===== config.mk =====
export PLATFORM = sky130hd
export DESIGN_NAME = cpf_queue
export DESIGN_NICKNAME = d
export VERILOG_FILES = /design/src/hw/rtl/cpf_pkg.sv /design/src/hw/rtl/cpf_queue.sv
export SDC_FILE = /design/constraint.sdc
export NUM_CORES = 1
export LEC_CHECK = 0
export ABC_AREA = 0
export BUFFER_PORTS_ARGS = -buffer_cell sky130_fd_sc_hd__buf_2
export CAP_MARGIN = 30
export CORE_MARGIN = 3
export CORE_UTILIZATION = 57
export DETAILED_ROUTE_END_ITERATION = 10
export PLACE_DENSITY = 0.76
export SLEW_MARGIN = 15
export SYNTH_ARGS = -nofsm -noshare
export SYNTH_HDL_FRONTEND = slang
export SYNTH_SLANG_ARGS = --single-unit

===== constraint.sdc =====
create_clock -name clk -period 2.3 [get_ports clk]
set_input_delay 0.345 -clock clk [delete_from_list [all_inputs] [get_ports clk]]
set_output_delay 0.345 -clock clk [all_outputs]
set_load 0.005 [all_outputs]

===== src/hw/rtl/cpf_pkg.sv =====
// Package: shared types and constants of the checksummed packet framer.
package cpf_pkg;

    localparam int ID_W       = 4;
    localparam int BYTE_W     = 8;
    localparam int TAG_W      = 4;

    localparam logic [BYTE_W-1:0] MAX_PAYLOAD = 8'd64;
    localparam logic [TAG_W-1:0]  TAG_RESET   = 4'd10;
    localparam logic [ID_W-1:0]   ID_INVALID  = 4'd0;

    // What the front part tells the back part to emit for one request.
    typedef enum logic [1:0] {
        CMD_ERROR,
        CMD_START,
        CMD_MID
    } cmd_kind_t;

    typedef struct packed {
        cmd_kind_t         kind;
        logic              has_sum;
        logic [BYTE_W-1:0] header;
        logic [BYTE_W-1:0] len;
        logic [BYTE_W-1:0] data;
        logic [BYTE_W-1:0] sum;
    } cmd_t;

endpackage


===== src/hw/rtl/cpf_queue.sv =====
// Command queue between front and back parts.
module cpf_queue
    import cpf_pkg::*;
#(
    parameter int DEPTH = 4
)
(
    input  logic clk,
    input  logic rst_n,
    input  logic push,
    input  cmd_t push_cmd,
    output logic full,
    input  logic pop,
    output logic head_valid,
    output cmd_t head_cmd
);

    localparam int PTR_W = (DEPTH > 1) ? $clog2(DEPTH) : 1;
    localparam int CNT_W = $clog2(DEPTH + 1);

    cmd_t             mem_reg [DEPTH];
    logic [PTR_W-1:0] wr_ptr_reg, wr_ptr_next;
    logic [PTR_W-1:0] rd_ptr_reg, rd_ptr_next;
    logic [CNT_W-1:0] count_reg, count_next;
    logic             do_pop;

    assign full       = (count_reg == CNT_W'(DEPTH));
    assign head_valid = (count_reg != '0);
    assign head_cmd   = mem_reg[rd_ptr_reg];
    assign do_pop     = pop && head_valid;

    always_comb
    begin
        wr_ptr_next = wr_ptr_reg;
        rd_ptr_next = rd_ptr_reg;
        count_next  = count_reg;
        if (push)
        begin
            wr_ptr_next = (wr_ptr_reg == PTR_W'(DEPTH - 1)) ? '0 : wr_ptr_reg + 1'b1;
        end
        if (do_pop)
        begin
            rd_ptr_next = (rd_ptr_reg == PTR_W'(DEPTH - 1)) ? '0 : rd_ptr_reg + 1'b1;
        end
        if (push && !do_pop)
        begin
            count_next = count_reg + 1'b1;
        end
        else if (do_pop && !push)
        begin
            count_next = count_reg - 1'b1;
        end
    end

    always_ff @(posedge clk)
    begin
        if (push)
        begin
            mem_reg[wr_ptr_reg] <= push_cmd;
        end
    end

    always_ff @(posedge clk or negedge rst_n)
    begin
        if (!rst_n)
        begin
            wr_ptr_reg <= '0;
            rd_ptr_reg <= '0;
            count_reg  <= '0;
        end
        else
        begin
            wr_ptr_reg <= wr_ptr_next;
            rd_ptr_reg <= rd_ptr_next;
            count_reg  <= count_next;
        end
    end

endmodule


==> results of run 1 <==
## cells by family (layout without fill, tap and decap cells)
kind of cell             count (synthesis)  after routing
AND/OR/NAND/NOR                         12             12
multiplexers                            38             38
buffers and inverters                   11            120
XOR/XNOR                                 3              3
adder cells (fa/ha/maj)                  7              7
flip-flops                             147            147
AO/OA/AOI/OAI                            2              2
## critical path, cell delays in order (launching register included)
cell	delay (ns)
dfrtp_2	0.40
buf_12	0.20
mux4_1	0.62
buf_2	0.16
## how the worst min path moves through the flow
stage / start / endpoint / depth (start not counted)
2_1_floorplan: rst_n / count_reg[0] / 0
3_3_place_gp: rst_n / count_reg[0] / 1
3_5_place_dp: rst_n / count_reg[2] / 1
4_1_cts: push_cmd[8] / mem_reg[2][8] / 1
5_1_grt: push_cmd[27] / mem_reg[2][27] / 1
6_report: push_cmd[8] / mem_reg[2][8] / 1
## area by class of cell
type                       instances  area, µm²  area share [%]
clock buffer                      18        418            6.26
clock inverter                    13        138            2.06
multi-input combinational         62       1050            15.8
tap                              129        161            2.42
sequential                       147       4380            65.7
inverter                           3       11.3           0.169
timing repair buffer              86        510            7.65
## where the power goes
part / switching (W) / internal [W] / total (W)
combinational: 0.000952 / 0.00115 / 0.00211
sequential: 0.000220 / 0.00345 / 0.00367
clock: 0.000982 / 0.00153 / 0.00251
total: 0.00215 / 0.00614 / 0.00829
## stage by stage
step           utilization [%]  hold slack (ns)  area (µm²)  worst slack, ns  cells
6_report                  71.6           0.0518        6680           0.0655    458
5_1_grt                   71.6           0.0391        6680         0.000544    458
4_1_cts                   71.6           0.0348        6680           0.0331    458
3_5_place_dp              65.5            0.187        6110            0.200    426
3_3_place_gp              65.5            0.183        6110            0.293    426
2_1_floorplan                -           0.0494        5530            0.330    220
## metal layers
metal	GRT usage (%)	vias up	part of all wire, %
li1	-	1128	-
met1	23.0	1294	42
met2	29.5	73	51
met3	6.33	10	5.7
met4	6.17	2	1.2
met5	0	-	0.20
## cells in the mapped netlist, drive strengths merged, types with 2 or more instances
master / instances
buf: 8
and2: 4
dfrtp: 7
nor2: 3
xor2: 2
inv: 3
ha: 6
edfxtp: 140
mux2: 3
o21ai: 2
mux4: 35
nand2: 3
## what timing repair did
action / 4_1_cts / 5_1_grt
gates resized for setup: 1 / 0
endpoints found under the hold margin: 7 / 0
endpoints found under the setup margin: 2 / 0
hold buffers: 1 / 0
==> flow_summary.json, run 1 <==
{
  "cp.arrival_ns": 1.89,
  "routed_wl_um": 8990,
  "grt_pass1_wl_um": 14600,
  "synth_top_cell_area_share_pct": 76.0,
  "worstSetupStartpointType": "flip-flop",
  "cts_tree": "yes",
  "synth_nets": 266,
  "endpoint_kind": "output pin",
  "muxShareOfSynthArea_pct": 15.3,
  "final_cell_mix": "140 x edfxtp_1, 75 x buf_2, 28 x mux4_2, 16 x clkbuf_16, 7 x mux4_1",
  "reg2regPathDepth": 8,
  "cp.required_ns": 1.96,
  "die_h_um": 105,
  "grt_overflow": 0,
  "synthCells": 220,
  "crit_path_end": "head_cmd[26]",
  "fin_tns_setup_ns": 0,
  "drive_gt1_share_pct": 46.8,
  "synthFlopType": "edfxtp_1",
  "slew_viol_final": 0,
  "max-slew-margin-rel_pct": 66.6,
  "clockRootBuffer": "clkbuf_8",
  "ir_drop_v": 0.000643,
  "synthAdderAreaFrac_pct": 1.72,
  "area_growth_pct": 20.7,
  "core_um2": 9330,
  "setup_viol": 0,
  "cts.sinks": 147,
  "synth_compound_area_share_pct": 0.181,
  "crit_type": "flip-flop to output pin",
  "min_period_ns": 2.23,
  "reg2reg_setup_slack_ns": 0.18,
  "ioPinCount": 76,
  "numCtsBuffers": 17,
  "finalPower_w": 0.00829,
  "clkTransAtPathRegs_ns": 0.06,
  "antenna_cells": 0,
  "ant_nets": 0,
  "fillCellCount": 530,
  "grt_antenna_before_repair": 1,
  "yosys.area_share.simple_pct": 1.24,
  "synth-seq-area-share_pct": 79.2,
  "port_buffers": 75,
  "post_drt_wl_per_cell_um": 19.6,
  "die_w_um": 105,
  "synth_area_leaders": "edfxtp_1 76%, mux4_2 11%, mux4_1 3.3%",
  "die_area_um2": 10900,
  "start_util_pct": 59.3,
  "grt_pass1_vias": 2761,
  "vias": 2507,
  "cp-startpoint": "rd_ptr_reg[0]",
  "p_leak_nw": 2.36,
  "finalCritPeriodShare_pct": 97.2,
  "rsz0062_at_grt": "false",
  "gp_congestion": 0.658,
  "avgSynthCellArea_um2": 25.1,
  "hold_viol": 0,
  "cts_setup_buffers": 0,
  "num_rows": 35,
  "drtIter0Drc": 125,
  "hp-class": "input port to flip-flop",
  "synth_xor_area_share_pct": 0.475,
  "syn_area_um2": 5530,
  "firstDrtPassIters": 4,
  "clockBufferDepth": 2,
  "dp_hpwl_um": 5620,
  "largest_register_ff_count": 140,
  "nets": 363,
  "crit_fanout": 19,
  "synth_cell_types": 20,
  "grtUsageTotal_pct": 18.1,
  "outcome": "complete, no violations",
  "r2r_start": "count_reg[0]",
  "worstMarginPinSlew_ns": 0.501,
  "p_per_area_nw_per_um2": 1240,
  "yosys.area.top_type": "edfxtp_1",
  "viasPerCell": 5.47,
  "fmax_ghz": 0.448,
  "route.detailed.drc": 0,
  "ys_ff_latch": 147,
  "final_common_cell": "edfxtp_1",
  "maxCapViolCount": 0,
  "clk_latency_ns": 0.50,
  "r2r-end": "count_reg[2]",
  "synth_top_family_by_area": "multiplexers",
  "synth_edf_count": 140,
  "synthArstFlopShare_pct": 4.76,
  "fin_skew_ns": 0.00994,
  "grt_max_degree": 22,
  "yosys_warnings": 0,
  "cts_htree_levels": 4
}
(Power assumes the default switching activity.)
==> run 2, diff against run 1 <==
PLACE_DENSITY = 0.79   (was 0.76)
==> run 2 against run 1 <==
  * Die area stayed put
  * Largest cell class unchanged
  * Sequential share of layout area is 0.37 points lower
  * Routed wire length is 2.8% lower
  * Via count is 0.32% higher
  * Combinational power is 2% higher
  * Utilization is 0.36 points higher
  * Fmax hardly changed
  * Clock skew is 0.00094 ns lower
  * Register-to-register slack hardly changed
==> flow_summary.json, run 2 (synthesis results as in run 1) <==
{
  "fmax_ghz": 0.448,
  "cp.required_ns": 1.96,
  "netSwitchingFraction_pct": 25.9,
  "gp_congestion": 0.730,
  "cp-startpoint": "rd_ptr_reg[0]",
  "ant_nets": 0,
  "numCtsBuffers": 17,
  "nets": 364,
  "worstMarginPinSlew_ns": 0.307,
  "p_comb_share_pct": 25.4,
  "critPathBufInv": 2,
  "dp_hpwl_um": 5450,
  "cp.arrival_ns": 1.89,
  "fin_skew_ns": 0.00900,
  "reg2regPathDepth": 8,
  "ioPinCount": 76,
  "dp_slack_ns": 0.196,
  "endpoint_kind": "output pin",
  "met2_length_um": 4410,
  "viasPerCell": 5.47,
  "fin_area_um2": 6710,
  "finalCritPeriodShare_pct": 97.1,
  "final_cell_mix": "140 x edfxtp_1, 75 x buf_2, 29 x mux4_2, 16 x clkbuf_16, 7 x buf_4",
  "outcome": "complete, no violations",
  "die_area_um2": 10900,
  "final_common_cell": "edfxtp_1",
  "worstSetupStartpointType": "flip-flop",
  "cts_tree": "yes",
  "start_util_pct": 59.3,
  "max-slew-margin-rel_pct": 79.6,
  "fillCellCount": 535,
  "grt_max_degree": 34,
  "slew_viol_final": 0,
  "grt_antenna_before_repair": 1,
  "vias": 2515,
  "antenna_cells": 0,
  "clockRootBuffer": "clkbuf_8",
  "p_leak_nw": 2.39,
  "post-place-cells": 426,
  "crit_fanout": 24,
  "setup_viol": 0,
  "path_depth": 3,
  "crit_path_end": "head_cmd[8]",
  "die_h_um": 105,
  "slowest_stage": "mux4_2",
  "grt_overflow": 0,
  "route.detailed.drc": 0,
  "routed_wl_um": 8740,
  "post_drt_wl_per_cell_um": 19.0,
  "num_rows": 35,
  "reg2reg_setup_slack_ns": 0.19,
  "hp-class": "input port to flip-flop",
  "cp_top_family": "multiplexers",
  "clkTransAtPathRegs_ns": 0.06,
  "drive_gt1_share_pct": 47.4,
  "grtUsageTotal_pct": 17.8,
  "max_stage_delay_ns": 0.55,
  "grt_pass1_vias": 2733,
  "clockBufferDepth": 2,
  "maxCapViolCount": 0,
  "cts_htree_levels": 4,
  "place_area_um2": 6100,
  "met3_length_um": 550,
  "largest_register_ff_count": 140,
  "top_layer_used": "met5",
  "internal_power_w": 0.00627,
  "p_per_area_nw_per_um2": 1260,
  "wl_met1_um": 3690,
  "ir_drop_v": 0.000793,
  "min_period_ns": 2.23,
  "cts.sinks": 147,
  "drtIter0Drc": 112,
  "area_growth_pct": 21.3,
  "p_switching_w": 0.00219,
  "port_buffers": 75,
  "seqPwrFrac_pct": 42.7,
  "hold_viol": 0,
  "clk_latency_ns": 0.50,
  "r2r-end": "count_reg[2]",
  "firstDrtPassIters": 4,
  "layout.cells.non_filler": 460,
  "finalPower_w": 0.00846,
  "die_w_um": 105,
  "worst_slack_ns": 0.0666,
  "power_frac_clock_pct": 31.8,
  "rsz0062_at_grt": "true",
  "core_um2": 9330,
  "grt_pass1_wl_um": 14500,
  "r2r_start": "count_reg[0]",
  "crit_type": "flip-flop to output pin",
  "worstPathCellList": "buf_12, mux4_2, buf_2"
}
==> run 2: stage by stage <==
stage | setup TNS, ns | hold WS (ns) | utilization [%]
floorplan | 0 | 0.0494 | -
global placement | 0 | 0.183 | 65.4
detailed placement | 0 | 0.184 | 65.4
CTS | 0 | 0.0315 | 71.9
global route | -0.0369 | 0.0296 | 71.9
finish | 0 | 0.0591 | 71.9
==> run 2: cell type report <==
class                      count  area, µm²  area share (%)
clock buffer                  18        418            6.23
sequential                   147       4380            65.3
tap                          129        161            2.41
clock inverter                14        179            2.67
timing repair buffer          87        509            7.59
multi-input combinational     62       1050            15.6
inverter                       3       11.3           0.168
==> run 2: worst min-delay path by stage <==
stage	from	end	slack, ns	cells past startpoint
finish	push_cmd[18]	mem_reg[0][18]	0.06	1
floorplan	rst_n	count_reg[0]	0.05	0
detailed placement	rst_n	wr_ptr_reg[1]	0.18	1
global placement	rst_n	wr_ptr_reg[1]	0.18	1
global route	push_cmd[13]	mem_reg[0][13]	0.03	1
CTS	push_cmd[18]	mem_reg[0][18]	0.03	1
==> run 2: power groups by stage <==
| stage | Sequential [W] | Combinational (W) | Clock [W] |
|---|---|---|---|
| 2_1_floorplan | 0.00360 | 0.00148 | 0 |
| 3_3_place_gp | 0.00366 | 0.00213 | 0 |
| 3_5_place_dp | 0.00370 | 0.00215 | 0 |
| 4_1_cts | 0.00362 | 0.00221 | 0.00275 |
| 5_1_grt | 0.00365 | 0.00237 | 0.00288 |
| 6_report | 0.00362 | 0.00215 | 0.00269 |
==> run 2: worst register-to-register path, cell delays in order, from the launching register on <==
cell and delay [ns]:
dfrtp_1 0.43, or3_4 0.42, nand2_2 0.10, ha_1 0.19
inv_1 0.06, fa_1 0.37, xor2_1 0.18, nor2_1 0.12
xor2_1 0.16
==> run 2: layer usage <==
metal,vias up,GRT usage (%)
met2,81,27.4
met1,1292,24.1
met4,2,6.65
li1,1132,-
met5,-,0
met3,8,5.59
==> run 2: what timing repair did <==
| action | CTS | global route |
|---|---|---|
| endpoints found under the hold margin | 7 | 0 |
| gates resized for setup | 1 | 1 |
| hold buffers | 1 | 0 |
| setup buffers | 1 | 0 |
| setup endpoints to repair | 28 | 4 |
==> run 3, diff against run 2 <==
CORE_MARGIN = unset   (was 3)
PLACE_DENSITY = 0.89   (was 0.79)
==> run 3 against run 2 <==
  * Count of clock-buffer cells in the layout fell by 1
  * Utilization rose by 0.40 points
  * First-iteration DRC count rose by 34%
  * Cell area rose by 0.56%
  * Register-to-register slack barely moved
  * Critical path depth is the same
  * Non-clock buffer count increased by 2
  * Sequential share of layout area decreased by 0.33 points
  * Combinational power is 6% higher
  * Largest power group unchanged
==> flow_summary.json, run 3 (synthesis results as in run 1) <==
{
  "outcome": "complete, no violations",
  "vias": 2611,
  "drtIter0Drc": 150,
  "slew_viol_final": 0,
  "cts.sinks": 147,
  "cp.required_ns": 1.96,
  "viasPerCell": 5.65,
  "nets": 366,
  "reg2reg_setup_slack_ns": 0.18,
  "dp_slack_ns": 0.172,
  "r2r_start": "count_reg[0]",
  "final_cell_mix": "140 x edfxtp_1, 74 x buf_2, 29 x mux4_2, 16 x clkbuf_16, 7 x buf_4",
  "p_per_area_nw_per_um2": 1280,
  "clkTransAtPathRegs_ns": 0.06,
  "setup_viol": 0,
  "rsz0062_at_grt": "true",
  "grt_max_degree": 27,
  "worst_slack_ns": 0.0345,
  "grt_pass1_wl_um": 15200,
  "fin_skew_ns": 0.00462,
  "post_drt_wl_per_cell_um": 21.9,
  "max_stage_delay_ns": 0.56,
  "area_growth_pct": 22.0,
  "die_area_um2": 10100,
  "min_period_ns": 2.27,
  "core_um2": 9330,
  "die_w_um": 101,
  "grt_overflow": 0,
  "drive_gt1_share_pct": 48.0,
  "cts_htree_levels": 4,
  "ir_drop_v": 0.000698,
  "gp_congestion": 0.812,
  "route.detailed.drc": 0,
  "largest_register_ff_count": 140,
  "clockRootBuffer": "clkbuf_8",
  "ant_nets": 0,
  "utilization_pct": 72.3,
  "cp.arrival_ns": 1.92,
  "worstMarginPinSlew_ns": 0.461,
  "cts_tree": "yes",
  "finalCritPeriodShare_pct": 98.5,
  "hold_viol": 0,
  "grt_antenna_before_repair": 0,
  "fin_tns_setup_ns": 0,
  "die_h_um": 101,
  "reg2regPathDepth": 8,
  "ioPinCount": 76,
  "crit_fanout": 8,
  "clk_latency_ns": 0.51,
  "min_to": "mem_reg[1][18]",
  "antenna_cells": 0,
  "worstSetupStartpointType": "flip-flop",
  "worstPathCellList": "buf_4, mux4_1, buf_2",
  "port_buffers": 75,
  "endpoint_kind": "output pin",
  "r2r-end": "count_reg[2]",
  "crit_type": "flip-flop to output pin",
  "numCtsBuffers": 17,
  "maxCapViolCount": 0,
  "hold_start": "push_cmd[18]",
  "dp_hpwl_um": 5990,
  "num_rows": 35,
  "routed_wl_um": 10100,
  "hp-class": "input port to flip-flop",
  "max-slew-margin-rel_pct": 69.3,
  "firstDrtPassIters": 4,
  "holdPathStages": 1,
  "fmax_ghz": 0.441,
  "slowest_stage": "mux4_1",
  "clockBufferDepth": 2,
  "final_common_cell": "edfxtp_1",
  "start_util_pct": 59.3,
  "grt_pass1_vias": 2678,
  "p_leak_nw": 2.40,
  "grtUsageTotal_pct": 22.0
}
[run 3: cell type report]
class,instances,area (µm²)
Clock inverter,15,171
Inverter,3,11.3
Sequential cell,147,4380
Timing Repair Buffer,89,556
Multi-Input combinational cell,62,1050
Clock buffer,17,414
Tap cell,129,161
Fill cell,523,2580
[run 3: metal layers]
metal,track usage [%],share of wire [%]
met5,0,0
met4,9.70,1.9
met3,5.83,4.5
met2,35.7,52
met1,28.5,42
[run 3: through the flow]
| step | area (µm²) | hold slack (ns) | total power [W] | std cells |
|---|---|---|---|---|
| after global routing | 6750 | 0.0200 | 0.00902 | 462 |
| after global placement | 6110 | 0.185 | 0.00579 | 425 |
| after detailed placement | 6110 | 0.185 | 0.00589 | 425 |
| final | 6750 | 0.0424 | 0.00865 | 462 |
| after CTS | 6730 | 0.0144 | 0.00869 | 461 |
| after floorplan | 5530 | 0.0494 | 0.00508 | 220 |
[run 3: power breakdown]
part | internal (W) | switching [W] | total, W
combinational | 0.00123 | 0.00105 | 0.00228
clock | 0.00158 | 0.00112 | 0.00269
sequential | 0.00345 | 0.000230 | 0.00368
[run 3: timing repair]
| item | in CTS | in global routing |
|---|---|---|
| hold buffers | 1 | 0 |
| setup endpoints to repair | 35 | 17 |
| endpoints found under the hold margin | 7 | 0 |
| resized for setup | 1 | 3 |
| setup buffers | 3 | 1 |
[run 3: worst max path at each step]
stage,start,end,slack (ns),depth (start not counted)
6_report,rd_ptr_reg[0],head_cmd[28],0.03,3
5_1_grt,rd_ptr_reg[0],head_cmd[8],-0.03,3
4_1_cts,rd_ptr_reg[0],head_cmd[26],0.004,3
3_5_place_dp,count_reg[0],count_reg[2],0.17,8
3_3_place_gp,rd_ptr_reg[0],head_cmd[8],0.29,3
2_1_floorplan,count_reg[0],count_reg[2],0.33,8
[run 3: critical path, delay by kind of cell, from the launching register on]
kind / cells / cell delay, ns
mux: 1 / 0.56
buf+inv: 2 / 0.32
flops: 1 / 0.52
